[src/rtl/core/k_permutation_enumerator_assert.svh]
// assertion macros used by the enumerator datapath (kpe_dp)
// each macro expects clk and rst_n in scope
`ifndef K_PERMUTATION_ENUMERATOR_ASSERT_SVH
`define K_PERMUTATION_ENUMERATOR_ASSERT_SVH
`ifndef SYNTH
`define KPE_ASSERT_NOW(lbl, ante, cons) \
  lbl: assert property (@(posedge clk) disable iff (!rst_n) (ante) |-> (cons)) \
    else $error("kpe assertion failed");
`define KPE_ASSERT_NEXT(lbl, ante, cons) \
  lbl: assert property (@(posedge clk) disable iff (!rst_n) (ante) |=> (cons)) \
    else $error("kpe assertion failed");
`else
`define KPE_ASSERT_NOW(lbl, ante, cons)
`define KPE_ASSERT_NEXT(lbl, ante, cons)
`endif
`endif

[src/rtl/core/kpe_pkg.sv]
package kpe_pkg;

  localparam int KPE_MAX_SET_DEF   = 16;
  localparam int KPE_MAX_TUPLE_DEF = 16;

  localparam int ELEM_W    = 5;
  localparam int SCAN_W    = ELEM_W + 1;
  localparam int POS_W     = 4;
  localparam int ORD_W     = 32;
  localparam int CFG_W     = 5;
  localparam int CFG_IDX_W = 1;

  // register indexes
  localparam logic [CFG_IDX_W-1:0] REG_SET_SIZE  = 1'd0;
  localparam logic [CFG_IDX_W-1:0] REG_TUPLE_LEN = 1'd1;

  localparam logic [CFG_W-1:0] SET_SIZE_RST  = 5'd4;
  localparam logic [CFG_W-1:0] TUPLE_LEN_RST = 5'd2;

  typedef struct packed {
    logic start;
    logic set_done;
    logic init_step;
    logic count_one;
    logic adv_begin;
    logic rd_pos;
    logic release_val;
    logic scan_inc;
    logic pos_dec;
    logic take_pos;
    logic fill_take;
    logic count_inc;
    logic emit_elem;
    logic emit_exh;
  } cmd_t;

  typedef struct packed {
    logic started;
    logic done;
    logic sizes_ok;
    logic idx_at_k;
    logic idx_last;
    logic pos_zero;
    logic scan_over;
    logic scan_free;
    logic out_free;
  } sts_t;

endpackage

[src/rtl/core/kpe_ram.sv]
module kpe_ram
  #(
    parameter int WIDTH = 8,
    parameter int DEPTH = 16,
    localparam int AW = (DEPTH > 1) ? $clog2(DEPTH) : 1
  )
  (
    input  logic             clk,
    input  logic             we,
    input  logic [AW-1:0]    waddr,
    input  logic [WIDTH-1:0] wdata,
    input  logic [AW-1:0]    raddr,
    output logic [WIDTH-1:0] rdata
  );

  logic [WIDTH-1:0] mem [DEPTH];

  always_ff @(posedge clk) begin
    if (we) begin
      mem[waddr] <= wdata;
    end
    rdata <= mem[raddr];
  end

endmodule

[src/rtl/core/kpe_ctrl.sv]
module kpe_ctrl
  import kpe_pkg::*;
  (
    input  logic clk,
    input  logic rst_n,
    input  logic in_valid,
    output logic in_ready,
    input  logic in_restart,
    input  sts_t sts,
    output cmd_t cmd
  );

  localparam logic [3:0] ST_IDLE     = 4'd0;
  localparam logic [3:0] ST_INIT     = 4'd1;
  localparam logic [3:0] ST_ADV_RD   = 4'd2;
  localparam logic [3:0] ST_ADV_REL  = 4'd3;
  localparam logic [3:0] ST_ADV_SCAN = 4'd4;
  localparam logic [3:0] ST_FILL     = 4'd5;
  localparam logic [3:0] ST_EMIT_RD  = 4'd6;
  localparam logic [3:0] ST_EMIT_OUT = 4'd7;
  localparam logic [3:0] ST_EXH      = 4'd8;

  logic [3:0] state_r;
  logic [3:0] state_nxt;

  always_ff @(posedge clk) begin
    if (!rst_n) begin
      state_r <= ST_IDLE;
    end else begin
      state_r <= state_nxt;
    end
  end

  always_comb begin
    state_nxt = state_r;
    cmd       = '0;
    in_ready  = 1'b0;
    unique case (state_r)
      ST_IDLE: begin
        in_ready = 1'b1;
        if (in_valid) begin
          if (in_restart || !sts.started) begin
            cmd.start = 1'b1;
            if (sts.sizes_ok) begin
              state_nxt = ST_INIT;
            end else begin
              cmd.set_done = 1'b1;
              state_nxt    = ST_EXH;
            end
          end else if (sts.done) begin
            state_nxt = ST_EXH;
          end else begin
            cmd.adv_begin = 1'b1;
            state_nxt     = ST_ADV_RD;
          end
        end
      end
      ST_INIT: begin
        if (sts.idx_at_k) begin
          cmd.count_one = 1'b1;
          state_nxt     = ST_EMIT_RD;
        end else begin
          cmd.init_step = 1'b1;
        end
      end
      ST_ADV_RD: begin
        cmd.rd_pos = 1'b1;
        state_nxt  = ST_ADV_REL;
      end
      ST_ADV_REL: begin
        cmd.rd_pos      = 1'b1;
        cmd.release_val = 1'b1;
        state_nxt       = ST_ADV_SCAN;
      end
      ST_ADV_SCAN: begin
        if (sts.scan_over) begin
          // this position cannot be raised: back off one place, or finish at position zero
          if (sts.pos_zero) begin
            cmd.set_done = 1'b1;
            state_nxt    = ST_EXH;
          end else begin
            cmd.pos_dec = 1'b1;
            state_nxt   = ST_ADV_RD;
          end
        end else if (sts.scan_free) begin
          cmd.take_pos = 1'b1;
          state_nxt    = ST_FILL;
        end else begin
          cmd.scan_inc = 1'b1;
        end
      end
      ST_FILL: begin
        if (sts.idx_at_k) begin
          cmd.count_inc = 1'b1;
          state_nxt     = ST_EMIT_RD;
        end else if (sts.scan_free) begin
          cmd.fill_take = 1'b1;
        end else begin
          cmd.scan_inc = 1'b1;
        end
      end
      ST_EMIT_RD: begin
        state_nxt = ST_EMIT_OUT;
      end
      ST_EMIT_OUT: begin
        if (sts.out_free) begin
          cmd.emit_elem = 1'b1;
          state_nxt     = sts.idx_last ? ST_IDLE : ST_EMIT_RD;
        end
      end
      ST_EXH: begin
        if (sts.out_free) begin
          cmd.emit_exh = 1'b1;
          state_nxt    = ST_IDLE;
        end
      end
      default: begin
        state_nxt = ST_IDLE;
      end
    endcase
  end

endmodule

[src/rtl/core/kpe_dp.sv]
`include "k_permutation_enumerator_assert.svh"

module kpe_dp
  import kpe_pkg::*;
  #(
    parameter int MAX_SET   = KPE_MAX_SET_DEF,
    parameter int MAX_TUPLE = KPE_MAX_TUPLE_DEF
  )
  (
    input  logic                 clk,
    input  logic                 rst_n,
    input  logic                 cfg_we,
    input  logic [CFG_IDX_W-1:0] cfg_index,
    input  logic [CFG_W-1:0]     cfg_wdata,
    input  cmd_t                 cmd,
    output sts_t                 sts,
    output logic                 out_valid,
    input  logic                 out_ready,
    output logic [ELEM_W-1:0]    out_element,
    output logic [POS_W-1:0]     out_position,
    output logic [ORD_W-1:0]     out_ordinal,
    output logic                 out_last,
    output logic                 out_exhausted
  );

  localparam int ADDR_W = (MAX_TUPLE > 1) ? $clog2(MAX_TUPLE) : 1;
  localparam int CNT_W  = $clog2(MAX_TUPLE + 1);
  localparam int IDX_W  = $clog2(MAX_SET);

  logic [CFG_W-1:0]   set_size_r;
  logic [CFG_W-1:0]   tuple_len_r;
  logic               started_r;
  logic               done_r;
  logic [MAX_SET-1:0] used_r;
  logic [MAX_SET-1:0] used_nxt;
  logic [ORD_W-1:0]   count_r;
  logic [SCAN_W-1:0]  scan_r;
  logic [ADDR_W-1:0]  pos_r;
  logic [CNT_W-1:0]   idx_r;

  logic               out_valid_r;
  logic [ELEM_W-1:0]  out_element_r;
  logic [POS_W-1:0]   out_position_r;
  logic [ORD_W-1:0]   out_ordinal_r;
  logic               out_last_r;
  logic               out_exhausted_r;

  logic [CNT_W-1:0]   k_cnt;
  logic [IDX_W-1:0]   scan_bit;
  logic [IDX_W-1:0]   rd_bit;
  logic [IDX_W-1:0]   init_bit;
  logic [ELEM_W-1:0]  init_val;
  logic [ELEM_W-1:0]  rdata;
  logic               ram_we;
  logic [ADDR_W-1:0]  ram_waddr;
  logic [ELEM_W-1:0]  ram_wdata;
  logic [ADDR_W-1:0]  ram_raddr;
  logic               out_free;

  assign k_cnt    = CNT_W'(tuple_len_r);
  assign scan_bit = IDX_W'(scan_r - 1'b1);
  assign rd_bit   = IDX_W'(rdata - 1'b1);
  assign init_bit = IDX_W'(idx_r);
  assign init_val = ELEM_W'(idx_r) + 1'b1;
  assign out_free = !out_valid_r || out_ready;

  assign sts.started   = started_r;
  assign sts.done      = done_r;
  assign sts.sizes_ok  = (set_size_r != '0) && (tuple_len_r != '0) &&
                         (tuple_len_r <= set_size_r) &&
                         (32'(set_size_r) <= 32'(MAX_SET)) &&
                         (32'(tuple_len_r) <= 32'(MAX_TUPLE));
  assign sts.idx_at_k  = (idx_r == k_cnt);
  assign sts.idx_last  = (idx_r == k_cnt - 1'b1);
  assign sts.pos_zero  = (pos_r == '0);
  assign sts.scan_over = (scan_r > SCAN_W'(set_size_r));
  assign sts.scan_free = !used_r[scan_bit];
  assign sts.out_free  = out_free;

  // tuple storage write port: init, raised position or refill
  always_comb begin
    ram_we    = cmd.init_step || cmd.take_pos || cmd.fill_take;
    ram_waddr = ADDR_W'(idx_r);
    ram_wdata = ELEM_W'(scan_r);
    if (cmd.init_step) begin
      ram_wdata = init_val;
    end else if (cmd.take_pos) begin
      ram_waddr = pos_r;
    end
    ram_raddr = cmd.rd_pos ? pos_r : ADDR_W'(idx_r);
  end

  kpe_ram #(
    .WIDTH (ELEM_W),
    .DEPTH (MAX_TUPLE)
  ) u_tuple_ram (
    .clk   (clk),
    .we    (ram_we),
    .waddr (ram_waddr),
    .wdata (ram_wdata),
    .raddr (ram_raddr),
    .rdata (rdata)
  );

  always_comb begin
    used_nxt = used_r;
    if (cmd.start) begin
      used_nxt = '0;
    end else if (cmd.init_step) begin
      used_nxt[init_bit] = 1'b1;
    end else if (cmd.release_val) begin
      used_nxt[rd_bit] = 1'b0;
    end else if (cmd.take_pos || cmd.fill_take) begin
      used_nxt[scan_bit] = 1'b1;
    end
  end

  always_ff @(posedge clk) begin
    if (!rst_n) begin
      set_size_r  <= SET_SIZE_RST;
      tuple_len_r <= TUPLE_LEN_RST;
      started_r   <= 1'b0;
      done_r      <= 1'b0;
      used_r      <= '0;
      count_r     <= '0;
      out_valid_r <= 1'b0;
    end else begin
      if (cfg_we) begin
        unique case (cfg_index)
          REG_SET_SIZE:  set_size_r  <= cfg_wdata;
          REG_TUPLE_LEN: tuple_len_r <= cfg_wdata;
          default: begin
          end
        endcase
        started_r <= 1'b0;
      end else if (cmd.start) begin
        started_r <= 1'b1;
      end
      if (cmd.set_done) begin
        done_r <= 1'b1;
      end else if (cmd.start) begin
        done_r <= 1'b0;
      end
      used_r <= used_nxt;
      if (cmd.start) begin
        count_r <= '0;
      end else if (cmd.count_one) begin
        count_r <= ORD_W'(1);
      end else if (cmd.count_inc && (count_r != '1)) begin
        count_r <= count_r + 1'b1;
      end
      if (cmd.emit_elem || cmd.emit_exh) begin
        out_valid_r <= 1'b1;
      end else if (out_ready) begin
        out_valid_r <= 1'b0;
      end
    end
  end

  // working counters and result payload
  always_ff @(posedge clk) begin
    if (cmd.start || cmd.count_one || cmd.count_inc) begin
      idx_r <= '0;
    end else if (cmd.init_step || cmd.fill_take || cmd.emit_elem) begin
      idx_r <= idx_r + 1'b1;
    end else if (cmd.take_pos) begin
      idx_r <= CNT_W'(pos_r) + 1'b1;
    end
    if (cmd.adv_begin) begin
      pos_r <= ADDR_W'(k_cnt - 1'b1);
    end else if (cmd.pos_dec) begin
      pos_r <= pos_r - 1'b1;
    end
    if (cmd.release_val) begin
      scan_r <= SCAN_W'(rdata) + 1'b1;
    end else if (cmd.take_pos) begin
      scan_r <= SCAN_W'(1);
    end else if (cmd.scan_inc || cmd.fill_take) begin
      scan_r <= scan_r + 1'b1;
    end
    if (cmd.emit_elem) begin
      out_element_r   <= rdata;
      out_position_r  <= POS_W'(idx_r);
      out_ordinal_r   <= count_r;
      out_last_r      <= sts.idx_last;
      out_exhausted_r <= 1'b0;
    end else if (cmd.emit_exh) begin
      out_element_r   <= '0;
      out_position_r  <= '0;
      out_ordinal_r   <= count_r;
      out_last_r      <= 1'b1;
      out_exhausted_r <= 1'b1;
    end
  end

  assign out_valid     = out_valid_r;
  assign out_element   = out_element_r;
  assign out_position  = out_position_r;
  assign out_ordinal   = out_ordinal_r;
  assign out_last      = out_last_r;
  assign out_exhausted = out_exhausted_r;

  `KPE_ASSERT_NOW(a_exh_shape, out_valid_r && out_exhausted_r, (out_element_r == '0) && out_last_r)
  `KPE_ASSERT_NOW(a_elem_nonzero, out_valid_r && !out_exhausted_r, out_element_r != '0)
  `KPE_ASSERT_NOW(a_take_free, cmd.take_pos || cmd.fill_take, !sts.scan_over && sts.scan_free)
  `KPE_ASSERT_NOW(a_used_count, cmd.emit_elem, $countones(used_r) == 32'(k_cnt))
  `KPE_ASSERT_NEXT(a_emit_shows, cmd.emit_elem || cmd.emit_exh, out_valid_r)

endmodule

[src/rtl/core/k_permutation_enumerator.sv]
// channel   | direction | handshake          | payload
// in_       | input     | in_valid/in_ready  | in_restart
// out_      | output    | out_valid/out_ready| element, position, ordinal, last, exhausted
// cfg_      | input     | cfg_we             | cfg_index, cfg_wdata
// one transaction at a time; in_ready is high only while the controller is idle
// a start loads 1..k into the tuple ram, then emits each element read back from the tuple ram
// an advance backtracks from the right, releasing each value and scanning up for a free one,
// then refills later positions with the smallest free values and emits each element likewise
// out_ready low holds the result register and stalls the controller; sync reset, no clear pass
module k_permutation_enumerator
  import kpe_pkg::*;
  #(
    parameter int MAX_SET   = KPE_MAX_SET_DEF,
    parameter int MAX_TUPLE = KPE_MAX_TUPLE_DEF
  )
  (
    input  logic                 clk,
    input  logic                 rst_n,
    input  logic                 cfg_we,
    input  logic [CFG_IDX_W-1:0] cfg_index,
    input  logic [CFG_W-1:0]     cfg_wdata,
    input  logic                 in_valid,
    output logic                 in_ready,
    input  logic                 in_restart,
    output logic                 out_valid,
    input  logic                 out_ready,
    output logic [ELEM_W-1:0]    out_element,
    output logic [POS_W-1:0]     out_position,
    output logic [ORD_W-1:0]     out_ordinal,
    output logic                 out_last,
    output logic                 out_exhausted
  );

  cmd_t cmd;
  sts_t sts;

  kpe_ctrl u_ctrl (
    .clk        (clk),
    .rst_n      (rst_n),
    .in_valid   (in_valid),
    .in_ready   (in_ready),
    .in_restart (in_restart),
    .sts        (sts),
    .cmd        (cmd)
  );

  kpe_dp #(
    .MAX_SET   (MAX_SET),
    .MAX_TUPLE (MAX_TUPLE)
  ) u_dp (
    .clk           (clk),
    .rst_n         (rst_n),
    .cfg_we        (cfg_we),
    .cfg_index     (cfg_index),
    .cfg_wdata     (cfg_wdata),
    .cmd           (cmd),
    .sts           (sts),
    .out_valid     (out_valid),
    .out_ready     (out_ready),
    .out_element   (out_element),
    .out_position  (out_position),
    .out_ordinal   (out_ordinal),
    .out_last      (out_last),
    .out_exhausted (out_exhausted)
  );

endmodule

[config.mk]
export PLATFORM = sky130hd
export DESIGN_NAME = k_permutation_enumerator
export DESIGN_NICKNAME = d
export VERILOG_FILES = /design/src/rtl/core/kpe_pkg.sv /design/src/rtl/core/kpe_ram.sv /design/src/rtl/core/kpe_ctrl.sv /design/src/rtl/core/kpe_dp.sv /design/src/rtl/core/k_permutation_enumerator.sv
export VERILOG_INCLUDE_DIRS = /design/src /design/src/rtl/core
export SDC_FILE = /design/constraint.sdc
export NUM_CORES = 1
export LEC_CHECK = 0
export BUFFER_PORTS_ARGS = -buffer_cell sky130_fd_sc_hd__buf_2
export CAP_MARGIN = 20
export CORE_MARGIN = 3
export CORE_UTILIZATION = 25
export DETAILED_ROUTE_END_ITERATION = 10
export GPL_TIMING_DRIVEN = 0
export PLACE_DENSITY_LB_ADDON = 0.12
export SKIP_LAST_GASP = 1
export SLEW_MARGIN = 20
export SYNTH_ARGS = -nofsm -noshare
export SYNTH_HDL_FRONTEND = slang
export SYNTH_SLANG_ARGS = --single-unit
[constraint.sdc]
create_clock -name clk -period 3.1 [get_ports clk]
set_input_delay 0.31 -clock clk [delete_from_list [all_inputs] [get_ports clk]]
set_output_delay 0.31 -clock clk [all_outputs]
set_load 0.05 [all_outputs]
[Word-level counts from Yosys, hierarchy flattened]
Memories as Yosys holds them, arrays and structs flattened. A register that Yosys moved wholly into a read port is not among the register bits.
Index checks and enable logic that the tools add are counted.
Storage, ports and cells
  bits in registers: 123
  bits in writable memories: 80
  input port bits: 12
  output and inout bits: 45
  memories kept: 1
Memory list
  u_dp.u_tuple_ram.mem: words 16, bits a word 5, read ports 1, clocked after memory_dff 1, write ports 1, RTL line kpe_ram.sv:16  | logic [WIDTH-1:0] mem [DEPTH];
Operators by class
  add/subtract/negate cells: 9
  $lt $le $gt $ge: 10
  eq/ne operators: 16
  mux-type cells: 81
  bitwise logic cells: 6
  reductions and logical operators: 41
Operators with widths (number)
  two-way mux 4 bit: 17
  two-way mux 32 bit: 2
  two-way mux 16 bit: 3
  two-way mux 1 bit: 38
  adder 32 x 1 -> 32 bit (second input constant): 1
  != test 32 bit (second input constant): 1
  bitwise OR 16 bit: 2
  one-hot mux 4 bit (8 select lines): 1
  two-way mux 5 bit: 5
  two-way mux 6 bit: 3
  AND 16 bit: 1
  equality test 4 x 3 -> 1 bit (second input constant): 4
  NOT 16 bit: 1
  < comparator 4 x 5 -> 1 bit (second input constant): 3
  demux 1 bit (select 4 bit): 3
  >= comparator 4 x 1 -> 1 bit (second input constant): 3
  nonzero test 2 bit: 6
  subtractor 4 x 1 -> 4 bit (second input constant): 3
  logical OR 1 bit: 11
  equality test 5 bit: 2
  <= comparator 5 bit (second input constant): 2
  two-way mux 2 bit: 5
  nonzero test 5 bit: 2
  equality test 4 x 2 -> 1 bit (second input constant): 2
  24 further kinds: 42

[Longest topological paths before layout]
Gate-level depths: netlist of run 1.
  word-level depth: 11
  mapped depth: 12
  mapped depth without buffers: 9

[Modules after synthesis]
Synthesis of run 1 repeated with hierarchy kept, for this count alone.
Unflattened totals
  cell total of the unflattened synthesis: 857
  area, all modules: 9914.5 sq um
By module, submodules not included
  kpe_dp: times used 1, cells each 633, area each 6175.9 sq um, sequential area each 2902.8 sq um
  kpe_ram: times used 1, cells each 155, area each 3213.1 sq um, sequential area each 2502.4 sq um
  kpe_ctrl: times used 1, cells each 69, area each 525.5 sq um, sequential area each 80.1 sq um

[Least setup slack after synthesis of run 1]
No wires, ideal clock.
  kind: register -> register
  from: register u_ctrl.state_r[1]
  to: register u_dp.out_element_r[0], in the netlist u_dp.out_element[0] (enable)
  library setup time: 0.441 ns
  data arrival time: 2.969 ns
  data required time: 2.659 ns
  slack: -0.311 ns
  stages on the path, launching flop included: 6
  path buffers: 1
  clock period less this slack: 3.411 ns
  cell sequence: dfxtp_1 clkbuf_1 nand2_1 or3_1 a21boi_0 nor2_1
On the way
  cells in the longest elaborated chain, start to end: 3
  elaborated cells on any way between the ends: 5
  those cells by class: 2 x eq/ne; 2 x mux; 1 x reduce/logical
RTL lines
  start: declaration: RTL line kpe_ctrl.sv:23  | logic [3:0] state_r;
  start signal: assignment: RTL line kpe_ctrl.sv:30  | state_r <= state_nxt;
  equality test 4 bit or equality test 4 x 3 -> 1 bit (tied branches): RTL line kpe_ctrl.sv:38  | unique case (state_r)
  two-way mux 1 bit: RTL line kpe_ctrl.sv:38
  nonzero test 2 bit (no source line) *
  end signal: assignment: RTL line kpe_dp.sv:182  | out_element_r <= rdata;
  end: declaration: RTL line kpe_dp.sv:42  | logic [ELEM_W-1:0] out_element_r;
Mark *: on every way between the ends. The rest lies on a longest branch, timed or not.
A chain may end at the register's enable or synchronous reset.

[Worst setup path in the final report of run 1]
  from: register u_dp.scan_r[0]
  to: memory u_dp.u_tuple_ram.mem[15][0] in the netlist's numbering (enable)
On the way
  cells in the longest elaborated chain, start to end: 10
  elaborated cells on any way between the ends: 15
  those cells by class: 1 x add/sub; 1 x order compare; 11 x mux; 2 x reduce/logical
RTL lines
  start: declaration: RTL line kpe_dp.sv:37  | logic [SCAN_W-1:0] scan_r;
  start signal: assignment: RTL line kpe_dp.sv:175  | scan_r <= SCAN_W'(rdata) + 1'b1;
  start signal: assignment: RTL line kpe_dp.sv:179  | scan_r <= scan_r + 1'b1;
  subtractor 4 x 1 -> 4 bit: RTL line kpe_dp.sv:61  | assign scan_bit = IDX_W'(scan_r - 1'b1);
  binary-select mux 1 bit (select 4 bit): RTL line kpe_dp.sv:77  | assign sts.scan_free = !used_r[scan_bit];
  two-way mux 1 bit (implied by the code): RTL line kpe_dp.sv:77
  two-way mux 1 bit: RTL line kpe_ctrl.sv:85, kpe_ctrl.sv:96
  two-way mux 1 bit: RTL line kpe_ctrl.sv:76  | if (sts.scan_over) begin
  two-way mux 2 bit: RTL line kpe_ctrl.sv:38
  logical OR 1 bit (2 in series): RTL line kpe_dp.sv:82  | ram_we = cmd.init_step || cmd.take_pos || cmd.fill_take;
  two-way mux 1 bit: RTL line kpe_ram.sv:19  | if (we) begin
  two-way mux 1 bit (implied by the code): RTL line kpe_ram.sv:20  | mem[waddr] <= wdata;
  end: declaration: RTL line kpe_ram.sv:16
Several ways; a longest one is shown, not always the timed one. The select of a mux whose other input is x is not followed.

==> results of run 1 <==
[flip-flops by register name, indices dropped and copies added, names as in the netlist, 6 cells and up]
name,cells
u_dp.u_tuple_ram.mem,80
u_dp.out_ordinal,32
u_dp.scan_r,6
u_dp.count_r,32
u_dp.used_r,16
[metrics by stage]
step / power (mW) / hold slack (ns) / instance area, sq um / util, % / setup slack (ns)
floorplan: 6.37 / 0.431 / 10000 / - / 0.197
global placement: 7.52 / 0.474 / 11000 / 28.0 / -1.41
detailed placement: 7.57 / 0.471 / 11000 / 28.2 / -0.785
CTS: 10.7 / 0.00895 / 12300 / 31.4 / -0.0202
global route: 11.3 / 0.0372 / 12400 / 31.7 / -0.0166
finish: 10.7 / 0.0306 / 12400 / 31.7 / 0.0978
[worst max-delay path by stage]
| stage | cells past startpoint | to | slack, ns | start |
|---|---|---|---|---|
| 4_1_cts | 14 | u_dp.u_tuple_ram.mem[10][0] | -0.02 | u_dp.scan_r[0] |
| 3_5_place_dp | 10 | u_dp.u_tuple_ram.mem[8][1] | -0.78 | u_dp.scan_r[0] |
| 5_1_grt | 9 | u_dp.count_r[14] | -0.02 | u_dp.idx_r[1] |
| 3_3_place_gp | 7 | u_dp.u_tuple_ram.mem[9][1] | -1.41 | u_dp.idx_r[1] |
| 2_1_floorplan | 10 | u_dp.u_tuple_ram.mem[13][0] | 0.20 | u_dp.scan_r[0] |
| 6_report | 13 | u_dp.u_tuple_ram.mem[15][0] | 0.1 | u_dp.scan_r[0] |
[worst max-delay path, cell delays in order, from the launching register on]
cell        delay [ns]
edfxtp_1          0.37
buf_6             0.13
clkinvlp_4        0.14
ha_4              0.35
mux4_2            0.34
mux2i_4           0.19
mux2i_4           0.12
nor3_4            0.16
buf_4             0.19
buf_6             0.16
a31oi_2           0.10
buf_4             0.18
nor2_2            0.11
buf_4             0.16
[power by group through the flow]
stage / registers [mW] / logic (mW) / clock network (mW)
6_report: 3.69 / 4.04 / 2.94
5_1_grt: 3.73 / 4.40 / 3.14
4_1_cts: 3.69 / 4.00 / 3.04
3_5_place_dp: 3.75 / 3.82 / 0
3_3_place_gp: 3.77 / 3.75 / 0
2_1_floorplan: 4.19 / 2.18 / 0
[layer usage]
metal / GRT usage (%) / up-vias
li1: - / 3577
met1: 19.3 / 3532
met2: 20.9 / 157
met5: 0 / -
met3: 1.98 / 40
met4: 3.47 / 0
[cell families (layout without fill, tap and decap cells)]
kind of cell	Yosys count	in the layout	share of synthesized area [%]
adders and majority gates	27	27	3.37
buffers and inverters	66	203	2.79
xor gates and xnor gates	54	54	4.98
muxes	44	44	7.44
DFF	208	208	54.7
and+or+nand+nor	337	337	16.5
AOI/OAI and AO/OA	162	162	10.2
[repair_timing]
action / CTS / global route
setup endpoints to repair: 122 / 107
gates resized for setup: 48 / 14
gates cloned: 1 / 0
endpoints found under the hold margin: 4 / 0
pin swaps: 13 / 1
setup buffers: 21 / 6
hold buffers: 3 / 0
[final cells by class]
cell class / instances / area (sq um)
Clock buffer: 31 / 691
Tap cell: 518 / 648
Buffer: 44 / 220
Multi-Input combinational cell: 624 / 4540
Fill cell: 4051 / 26700
Timing Repair Buffer: 89 / 581
Clock inverter: 17 / 136
Inverter: 22 / 90.1
Sequential cell: 208 / 5490
[synth_stat cells, drive strengths merged, types with 4 or more instances]
library cell | n | area [sq um]
dfxtp | 76 | 1520
a31oi | 23 | 156
a32oi | 4 | 35.0
a21oi | 61 | 309
xnor2 | 21 | 184
nor2b | 13 | 81.3
nand2b | 8 | 50.1
nand4 | 17 | 106
and2 | 10 | 62.6
inv | 22 | 82.6
ha | 27 | 338
mux4 | 24 | 541
and3 | 12 | 75.1
a41oi | 5 | 43.8
edfxtp | 132 | 3960
xor2 | 33 | 315
nor4 | 5 | 46.3
o211ai | 5 | 42.5
o31ai | 4 | 30.0
clkbuf | 27 | 101
nor3 | 51 | 277
o22ai | 4 | 25.0
nor2 | 88 | 330
mux2i | 19 | 194
buf | 17 | 96.3
nand3 | 36 | 180
nand2 | 79 | 297
and4 | 5 | 43.8
o21ai | 23 | 119
a211oi | 10 | 75.1
[cells in the final DEF, fill, tap and decap left out, types with 19 or more instances in the layout]
master     Yosys  layout
a21oi_1       60      59
buf_2         11      63
buf_4          3      29
clkbuf_1      27      29
clkbuf_16      0      27
dfxtp_1       76      76
edfxtp_1     132     132
ha_1          27      26
inv_1         21      19
mux4_2        24      24
nand2_1       79      79
nand3_1       36      36
nor2_1        88      69
nor3_1        48      45
xnor2_1       21      21
xor2_1        31      31
==> impl_results.md, run 1 <==
* WL final at 28500 microns
* Fmax at 333 MHz
* Post-Syn Area per Cell at 11.2 sq um
* Seq/Total Area, Yosys at 54.7%
* First-pass GRT wire length at 43900 microns
* Area growth syn-to-layout at 23.5%
* Fin crit period at 3.00 ns
* DPL Wire Length at 20600 microns
* Port buffer count at 54
* CP Capture Type: flop
* Slew margin rel. at 37.1%
* Top sig layer: met4
* Core ar. at 0.0391 sq mm
* 1st-iter DRT viols at 404
* Final Hold Vio Count at 0
* Synth Instances at 898
* Cell Area, Synth at 0.0100 sq mm
* CP Launch Type: flop
* Sink Count at 208
* GPL Wtd Cong at 0.852
* Total track usage at 13.3%
* CTS tree: yes
* WL/cell at 18.3 microns
* Worst-Margin Slew at 0.917 ns
* HP Start: cfg_wdata[2]
* Final nets at 1054
* Maximum clock insertion buffer count at 3
* DIE WIDTH at 206 microns
* Syn nets at 937
* Count of cell types in the netlist at 67
* Via density per instance at 4.70
* Status: complete, no violations
* Min-Delay Path Class: in2reg
* DRC Markers at 0
* H-tree depth at 1
* Std cell rows at 72
* Die height at 206 microns
* Later-pin clock latency in the skew report at 0.55 ns
* Die Area at 0.0426 sq mm
* Number of max-cap violations at 0
* RSZ-0062 raised after global routing: yes
* Clock transition at path regs at 0.06 ns
* CP max FO at 5
* Period utilization at 96.8%
* Worst VDD drop at 359 uV
* Final Slew Violations at 0
* Yosys reg bits at 208
* Yosys warnings at 0
* Cts bufs inserted at 26
* Register share of total power at 34.6%
* Async set or reset register ratio after synthesis at 0%
* Initial Utilization at 25.7%
* Clk root buf: clkbuf_16
* FF-to-FF setup slack at 0.1 ns
* DRT met1 WL at 13700 microns
* Fin Clk Skew at 0.0329 ns
* Met2 routed wirelength at 12900 microns
* WL met3 at 1290 microns
* Number of I/O pins at 57
* Largest net degree at the start of global routing at 29
* Routed vias at 7306
* Switch Pwr at 4.20 mW
* Placed Cells at 1474
* Hold Crit Depth at 3
* Share of cells above drive strength 1 at 21.8%
* Antenna cells at 0
* Drt first pass iters at 4
* Worst reg-to-reg path cell count at 13
* Final-report setup violation count at 0
* Switching Share at 39.4%
* Setup TNS at 0 ns
* Static Leak at 4.27 nW
* Prevailing post-synth register cell: edfxtp_1
* Total grt overflow at 0
* Setup CP Type: reg2reg
* Logic pwr share at 37.9%
* WP data required at 3.34 ns
* Critical R2R Launch: u_dp.scan_r[0]
* Non-Filler Instances at 1553
* Post-route ant nets at 0
* EDFF count, synth at 132
* Antenna violations before repair at 0
* Pwr/cell area at 860 mW/mm^2
* Number of global-route vias before repair at 7227
* CP arrival at 3.24 ns
* Clock power frac at 27.5%
* WHS Endpoint: u_dp.set_size_r[2]
* Internal power at 6.46 mW
* Reg-to-Reg End: u_dp.u_tuple_ram.mem[15][0]
(Power assumes the default switching activity.)
==> inputs of run 2 (changes only) <==
--- a/config.mk
+++ b/config.mk
@@ -6,10 +6,12 @@
 export SDC_FILE = /design/constraint.sdc
 export NUM_CORES = 1
 export LEC_CHECK = 0
+export ABC_AREA = 1
 export BUFFER_PORTS_ARGS = -buffer_cell sky130_fd_sc_hd__buf_2
 export CAP_MARGIN = 20
 export CORE_MARGIN = 3
 export CORE_UTILIZATION = 25
+export CTS_BUF_LIST = sky130_fd_sc_hd__clkbuf_16
 export DETAILED_ROUTE_END_ITERATION = 10
 export GPL_TIMING_DRIVEN = 0
 export PLACE_DENSITY_LB_ADDON = 0.12
==> run 2 against run 1 <==
  * Flip-flop and latch count unchanged
  * Clock-buffer cell count decreased by 4
  * Fmax grew 3.4%
  * Critical path depth is 2 higher
  * Synthesized cell count increased by 41%
  * Critical endpoint is now u_dp.u_tuple_ram.mem[0][2]
==> impl_results.md, run 2 <==
* Ranking of synthesized cells by area: edfxtp_1, dfxtp_1, nand2_1
* Switching Share at 40.9% (+1.4 points)
* Leading cell types in the layout, fill and taps excluded: nand2_1, nor2_1, edfxtp_1
* Port buffer count at 56 (+3.7%)
* Total Power at 10.4 mW (-2.5%)
* WL/cell at 17.0 microns (-7.4%)
* Later-pin clock latency in the skew report at 0.54 ns (about the same)
* Prevailing post-synth register cell: edfxtp_1
* Fin Clk Skew at 0.0129 ns (-0.0200 ns)
* Post-Syn Area per Cell at 8.47 sq um (-24%)
* Status: complete, no violations
* Final design utilization at 30.7% (-0.99 points)
* Cts bufs inserted at 26 (unchanged)
* Yosys reg bits at 208 (unchanged)
* Core ar. at 0.0421 sq mm (+7.8%)
* Crit-path slowest cell: edfxtp_1
* Dpl ws at -0.344 ns (+0.441 ns)
* H-tree depth at 1 (unchanged)
* Largest net degree at the start of global routing at 23 (-21%)
* Clk root buf: clkbuf_16
* Period utilization at 93.6% (-3.2 points)
* Logic pwr share at 36.9% (-1.0 points)
* Clock power frac at 28.3% (+0.8 points)
* Maximum clock insertion buffer count at 3 (unchanged)
* Cell Area, Synth at 0.0107 sq mm (+7.0%)
* Share of cells above drive strength 1 at 14.5% (-7.4 points)
* Worst reg-to-reg path cell count at 15 (+2)
* Most flops, register: u_dp.u_tuple_ram.mem
* Async set or reset register ratio after synthesis at 0% (unchanged)
* DPL Wire Length at 24300 microns (+18%)
* Setup WS post-layout at 0.197 ns (+0.0995 ns)
* Cell Chain, Critical Path: inv_2, buf_6, ha_2, inv_2, nand3_1, nand2_1, nand2_1, nand3_2, nand2_4, nand2_4, buf_6, nand2_2, o21ai_4, nand3_4, nor2_4
* Antenna violations before repair at 0 (unchanged)
* Via density per instance at 4.62 (-1.9%)
* Area growth syn-to-layout at 20.5%
* Total track usage at 14.4% (+1.1 points)
* Seq/Total Area, Yosys at 51.1% (-3.6 points)
* EDFF count, synth at 132 (unchanged)
* Synth top area share at 36.9% (-2.6 points)
* Number of I/O pins at 57 (unchanged)
* Worst VDD drop at 454 uV (+27%)
* CP Launch Type: flop
* CP Capture Type: flop
* Final Hold Vio Count at 0 (unchanged)
* Worst-Margin Slew at 0.885 ns (-0.0315 ns)
* Leading area contributor after synthesis: edfxtp_1
* GPL Wtd Cong at 0.886 (+4.0%)
* Worst path max stage delay at 0.45 ns (+0.08 ns)
* Commonest non-fill, non-tap cell in the layout: nand2_1
* Top cells by count, synth: nand2_1, nor2_1, edfxtp_1
* CP arrival at 3.13 ns (-0.11 ns)
* Final-report setup violation count at 0 (unchanged)
* Fin crit period at 2.90 ns (-0.0995 ns)
* Worst hold slack at 0.0398 ns (+0.00925 ns)
* Fmax at 345 MHz (+3.4%)
* Placed Cells at 1868 (+27%)
* Total grt overflow at 0 (unchanged)
* 1st-iter DRT viols at 498 (+23%)
* Die height at 213 microns (+3.3%)
* Internal power at 6.15 mW (-4.8%)
* Flip-flop count of the largest register after layout at 80 (unchanged)
* Cell with the most instances after synthesis: nand2_1
* Non-Filler Instances at 1929 (+24%)
* Post-route ant nets at 0 (unchanged)
* Hold Crit Depth at 3 (unchanged)
* Switch Pwr at 4.25 mW (+1.1%)
* Number of max-cap violations at 0 (unchanged)
* CP max FO at 12 (+7)
* Initial Utilization at 25.5% (-0.18 points)
* Sequential Area at 0.00549 sq mm (unchanged)
* Setup CP Type: reg2reg
* Die Area at 0.0455 sq mm (+6.8%)
* Syn nets at 1306 (+39%)
* Static Leak at 4.97 nW (+16%)
* DRC Markers at 0 (unchanged)
* Count of cell types in the netlist at 44 (-34%)
* Post-DP Area at 0.0118 sq mm (+7.0%)
* Yosys warnings at 0 (unchanged)
* Final Slew Violations at 0 (unchanged)
* WP data required at 3.33 ns (about the same)
* Register share of total power at 34.8% (+0.2 points)
* Sink Count at 208 (unchanged)
* Number of global-route vias before repair at 8764 (+21%)
* DIE WIDTH at 213 microns (+3.3%)
* WL final at 32800 microns (+15%)
* Clock transition at path regs at 0.07 ns (about the same)
* Final instance area at 0.0129 sq mm (+4.4%)
* Area occupied by multi-input gates at 0.00475 sq mm (+4.6%)
* Final nets at 1408 (+34%)
* First-pass GRT wire length at 51000 microns (+16%)
* Routed vias at 8904 (+22%)
* Pwr/cell area at 804 mW/mm^2 (-6.6%)
* CTS tree: yes
* Std cell rows at 75 (+4.2%)
* Fill cells at 4457 (+10%)
* Slew margin rel. at 40.3% (+3.2 points)
* Drt first pass iters at 5 (+1)
* Synth Instances at 1267 (+41%)
* Min-Delay Path Class: in2reg
* Setup TNS at 0 ns (unchanged)
-- run 2: changes by cell type in the layout (fill, tap and decap cells not counted), sizes merged, moves of 13 or more --
cell / change
nand2: +204
inv: +116
o21ai: +113
nor2: +94
nor3: -34
nand3: +30
mux4: -24
a31oi: -20
mux2i: -18
o221ai: +15
nor2b: -13
-- run 2: area by class of cell --
type	instances	area share, %
Inverter	134	3.89
Buffer	40	1.61
Antenna cell	1	0.0193
Clock buffer	27	5.22
Tap cell	539	5.21
Sequential cell	208	42.4
Multi-Input combinational cell	885	36.7
Timing Repair Buffer	74	3.74
Clock inverter	21	1.19
-- run 2: final timing paths --
path,from,end,slack [ns]
setup reg to reg,u_dp.scan_r[0],u_dp.u_tuple_ram.mem[0][2],0.20
hold reg to reg,u_dp.count_r[5],u_dp.out_ordinal[5],0.45
hold / removal,rst_n,u_dp.set_size_r[3],0.04
setup / recovery,u_dp.scan_r[0],u_dp.u_tuple_ram.mem[0][2],0.20
-- run 2: logic make-up (layout without fill, tap and decap cells) --
| logic type | count (synthesis) | after routing | synth area share, % |
|---|---|---|---|
| simple gates | 580 | 580 | 23.0 |
| flops | 208 | 208 | 51.1 |
| fa+ha+maj | 27 | 27 | 3.15 |
| xor+xnor | 48 | 48 | 3.92 |
| other cells | 0 | 1 | 0 |
| buf+inv | 174 | 296 | 6.56 |
| compound gates | 229 | 229 | 12.1 |
| mux | 1 | 1 | 0.0933 |
-- run 2: power by group through the flow --
stage	Combinational (mW)	Sequential [mW]	Clock (mW)
after detailed placement	3.76	3.68	0
after global routing	4.23	3.66	3.17
after floorplan	1.98	4.16	0
after global placement	3.63	3.71	0
after CTS	3.82	3.63	3.06
final	3.84	3.62	2.94
-- run 2: critical path: cells and delay by family (launching register included) --
family          cells  cell delay, ns
fa+ha+maj           1            0.34
flops               1            0.45
simple gates        9            1.05
compound gates      1            0.11
buf+inv             4            0.62
-- run 2: what timing repair did --
item,CTS,global route
hold buffers,4,0
setup endpoints to repair,86,86
setup buffers,1,7
hold endpoints to repair,4,0
pin swaps,1,6
gates resized for setup,29,19
-- run 2: per-layer routing --
metal | GRT usage (%) | vias to the layer above | part of all wire (%)
met4 | 3.85 | 0 | 2.1
met2 | 24.3 | 206 | 46
met3 | 1.91 | 47 | 4.5
li1 | - | 4474 | -
met5 | 0 | - | 0
met1 | 19.6 | 4177 | 47
==> inputs of run 3 (changes only) <==
--- a/config.mk
+++ b/config.mk
@@ -14,7 +14,7 @@
 export CTS_BUF_LIST = sky130_fd_sc_hd__clkbuf_16
 export DETAILED_ROUTE_END_ITERATION = 10
 export GPL_TIMING_DRIVEN = 0
-export PLACE_DENSITY_LB_ADDON = 0.12
+export PLACE_DENSITY = 0.39
 export SKIP_LAST_GASP = 1
 export SLEW_MARGIN = 20
 export SYNTH_ARGS = -nofsm -noshare
==> run 3 against run 2 <==
  * Combinational power decreased by 1%
  * Global-route usage decreased by 0.34 points
  * Largest cell class unchanged
  * Via count decreased by 0.71%
  * Critical endpoint is now u_dp.u_tuple_ram.mem[11][2]
  * Flip-flop and latch count unchanged
  * Clock-buffer cell count decreased by 1
  * Wire length decreased by 1.9%
  * Final area increased by 0.40%
  * Final cell count decreased by 0.16%
  * First-iteration DRC count increased by 23%
  * Sequential share of layout area decreased by 0.17 points
==> impl_results.md, run 3 (synthesis gave the netlist of run 2 again) <==
* Flip-flop count of the largest register after layout at 80 (unchanged)
* Slew margin rel. at 39.2% (-1.1 points)
* Leading cell types in the layout, fill and taps excluded: nand2_1, nor2_1, edfxtp_1
* Final Hold Vio Count at 0 (unchanged)
* Critical R2R Launch: u_dp.scan_r[3]
* Worst hold slack at 0.0309 ns (-0.00899 ns)
* FF-to-FF setup slack at 0.18 ns (-0.02 ns)
* Min-Delay Path Class: in2reg
* Cell Chain, Critical Path: ha_1, nand2_1, nor3_1, nand3_1, a21boi_4, nand2_4, nand2_1, o21ai_2, inv_1, nand3_4, nor2_4
* Static Leak at 5.00 nW (+0.61%)
* Clock power frac at 30.3% (+2.0 points)
* WP data required at 3.33 ns (about the same)
* Core ar. at 0.0421 sq mm (unchanged)
* Antenna cells at 0 (-1)
* GRT Max-Usage Layer: met2
* Cts bufs inserted at 26 (unchanged)
* Sink Count at 208 (unchanged)
* First-pass GRT wire length at 50200 microns (-1.7%)
* Switching Share at 39.7% (-1.2 points)
* DIE WIDTH at 213 microns (unchanged)
* Internal power at 6.42 mW (+4.3%)
* Share of cells above drive strength 1 at 14.3% (-0.20 points)
* Number of I/O pins at 57 (unchanged)
* Initial Utilization at 25.5% (unchanged)
* Fill cells at 4472 (+0.34%)
* Setup CP Type: reg2reg
* Drt first pass iters at 5 (unchanged)
* Final Slew Violations at 0 (unchanged)
* Most repeated library cell on the critical path: nand2_1
* CP max FO at 7 (-5)
* DRC Markers at 0 (unchanged)
* Later-pin clock latency in the skew report at 0.54 ns (about the same)
* Most flops, register: u_dp.u_tuple_ram.mem
* Pwr/cell area at 819 mW/mm^2 (+1.9%)
* Logic pwr share at 35.6% (-1.3 points)
* Setup WS post-layout at 0.181 ns (-0.0166 ns)
* Routed vias at 8841 (-0.71%)
* M3 GR Usage at 1.87% (-0.044 points)
* Reg-to-Reg End: u_dp.u_tuple_ram.mem[11][2]
* Area growth syn-to-layout at 21.0%
* CP bufs+invs at 1 (-3)
* Post-route ant nets at 0 (unchanged)
* Worst path max stage delay at 0.53 ns (+0.08 ns)
* WHS Endpoint: u_dp.set_size_r[0]
* Number of global-route vias before repair at 8678 (-0.98%)
* GR Layer Usage met2 at 23.5% (-0.83 points)
* Non-Filler Instances at 1926 (-0.16%)
* Switch Pwr at 4.22 mW (-0.62%)
* Fmax at 343 MHz (-0.57%)
* Period utilization at 94.2% (+0.53 points)
* Sequential Area at 0.00549 sq mm (unchanged)
* GPL Wtd Cong at 0.873 (-1.5%)
* Total track usage at 14.1% (-0.34 points)
* Die Area at 0.0455 sq mm (unchanged)
* Worst reg-to-reg path cell count at 11 (-4)
* Final nets at 1406 (-0.14%)
* Antenna violations before repair at 1 (+1)
* Crit-path slowest cell: edfxtp_1
* Placed Cells at 1867 (-0.054%)
* WL/cell at 16.7 microns (-1.7%)
* Clk root buf: clkbuf_16
* Register share of total power at 34.1% (-0.7 points)
* CP Launch Type: flop
* Setup TNS at 0 ns (unchanged)
* Crit path max-delay family: simple AND/OR/NAND/NOR gates
* Fin Clk Skew at 0.0115 ns (-0.00147 ns)
* Total grt overflow at 0 (unchanged)
* Status: complete, no violations
* Dpl ws at -0.297 ns (+0.0466 ns)
* Maximum clock insertion buffer count at 3 (unchanged)
* Worst-Margin Slew at 0.902 ns (+0.0169 ns)
* HP Start: cfg_wdata[0]
* Via density per instance at 4.59 (-0.55%)
* H-tree depth at 1 (unchanged)
* Final-report setup violation count at 0 (unchanged)
* Largest net degree at the start of global routing at 20 (-13%)
* CP Capture Type: flop
* CP arrival at 3.15 ns (+0.02 ns)
* DPL Wire Length at 24200 microns (-0.21%)
* Port buffer count at 56 (unchanged)
* GR Layer Usage met1 at 19.6% (-0.021 points)
* Number of max-cap violations at 0 (unchanged)
* Clock transition at path regs at 0.06 ns (about the same)
* Die height at 213 microns (unchanged)
* Worst VDD drop at 433 uV (-4.7%)
* Std cell rows at 75 (unchanged)
* WL final at 32200 microns (-1.9%)
* Fin crit period at 2.92 ns (+0.0166 ns)
* 1st-iter DRT viols at 613 (+23%)
* Area occupied by multi-input gates at 0.00475 sq mm (unchanged)
* Commonest non-fill, non-tap cell in the layout: nand2_1
* CTS tree: yes
* Hold Crit Depth at 3 (unchanged)
-- run 3: worst register-to-register path, delay by kind of cell, from the launching register on --
kind,cells,cell delay (ns)
simple gates,7,1.10
buf+inv,1,0.18
fa+ha+maj,1,0.37
flops,1,0.53
compound gates,2,0.42
-- run 3: how the worst max path moves through the flow --
stage,startpoint,to,depth (start not counted)
2_1_floorplan,u_dp.scan_r[2],u_dp.u_tuple_ram.mem[2][0],10
3_3_place_gp,u_dp.idx_r[3],u_dp.u_tuple_ram.mem[8][2],8
3_5_place_dp,u_dp.scan_r[0],u_dp.u_tuple_ram.mem[0][4],15
4_1_cts,u_dp.scan_r[2],u_dp.u_tuple_ram.mem[7][3],9
5_1_grt,u_dp.scan_r[3],u_dp.u_tuple_ram.mem[11][2],11
6_report,u_dp.scan_r[3],u_dp.u_tuple_ram.mem[11][2],11
-- run 3: area by class of cell --
| type | instances | area share, % |
|---|---|---|
| Buffer | 40 | 1.60 |
| Sequential cell | 208 | 42.2 |
| Clock buffer | 26 | 5.01 |
| Clock inverter | 22 | 2.04 |
| Multi-Input combinational cell | 885 | 36.6 |
| Timing Repair Buffer | 72 | 3.48 |
| Inverter | 134 | 3.87 |
| Tap cell | 539 | 5.19 |
-- run 3: metal layers --
| layer | wire length, microns | part of all wire [%] |
|---|---|---|
| met5 | 0 | 0 |
| met4 | 650 | 2.0 |
| met3 | 1490 | 4.6 |
| met2 | 14800 | 46 |
| met1 | 15200 | 47 |
-- run 3: what timing repair did --
item | CTS | global route
cloned | 0 | 0
buffers inserted | 0 | 8
hold endpoints to repair | 3 | 0
endpoints found under the setup margin | 86 | 86
pin swaps | 2 | 5
gates resized for setup | 29 | 18
hold buffers | 3 | 0
-- run 3: power groups by stage --
stage | clock, mW | combinational (mW) | sequential [mW]
final | 3.22 | 3.79 | 3.63
after detailed placement | 0 | 3.72 | 3.69
after floorplan | 0 | 1.98 | 4.16
after global routing | 3.44 | 4.17 | 3.67
after global placement | 0 | 3.62 | 3.72
after CTS | 3.33 | 3.79 | 3.64
-- run 3: metrics by stage --
stage / utilization [%] / total power, mW / area (sq um)
after global placement: 27.7 / 7.34 / 11700
after detailed placement: 28.0 / 7.42 / 11800
after floorplan: - / 6.14 / 10700
final: 30.8 / 10.6 / 13000
after global routing: 30.8 / 11.3 / 13000
after CTS: 30.5 / 10.8 / 12900
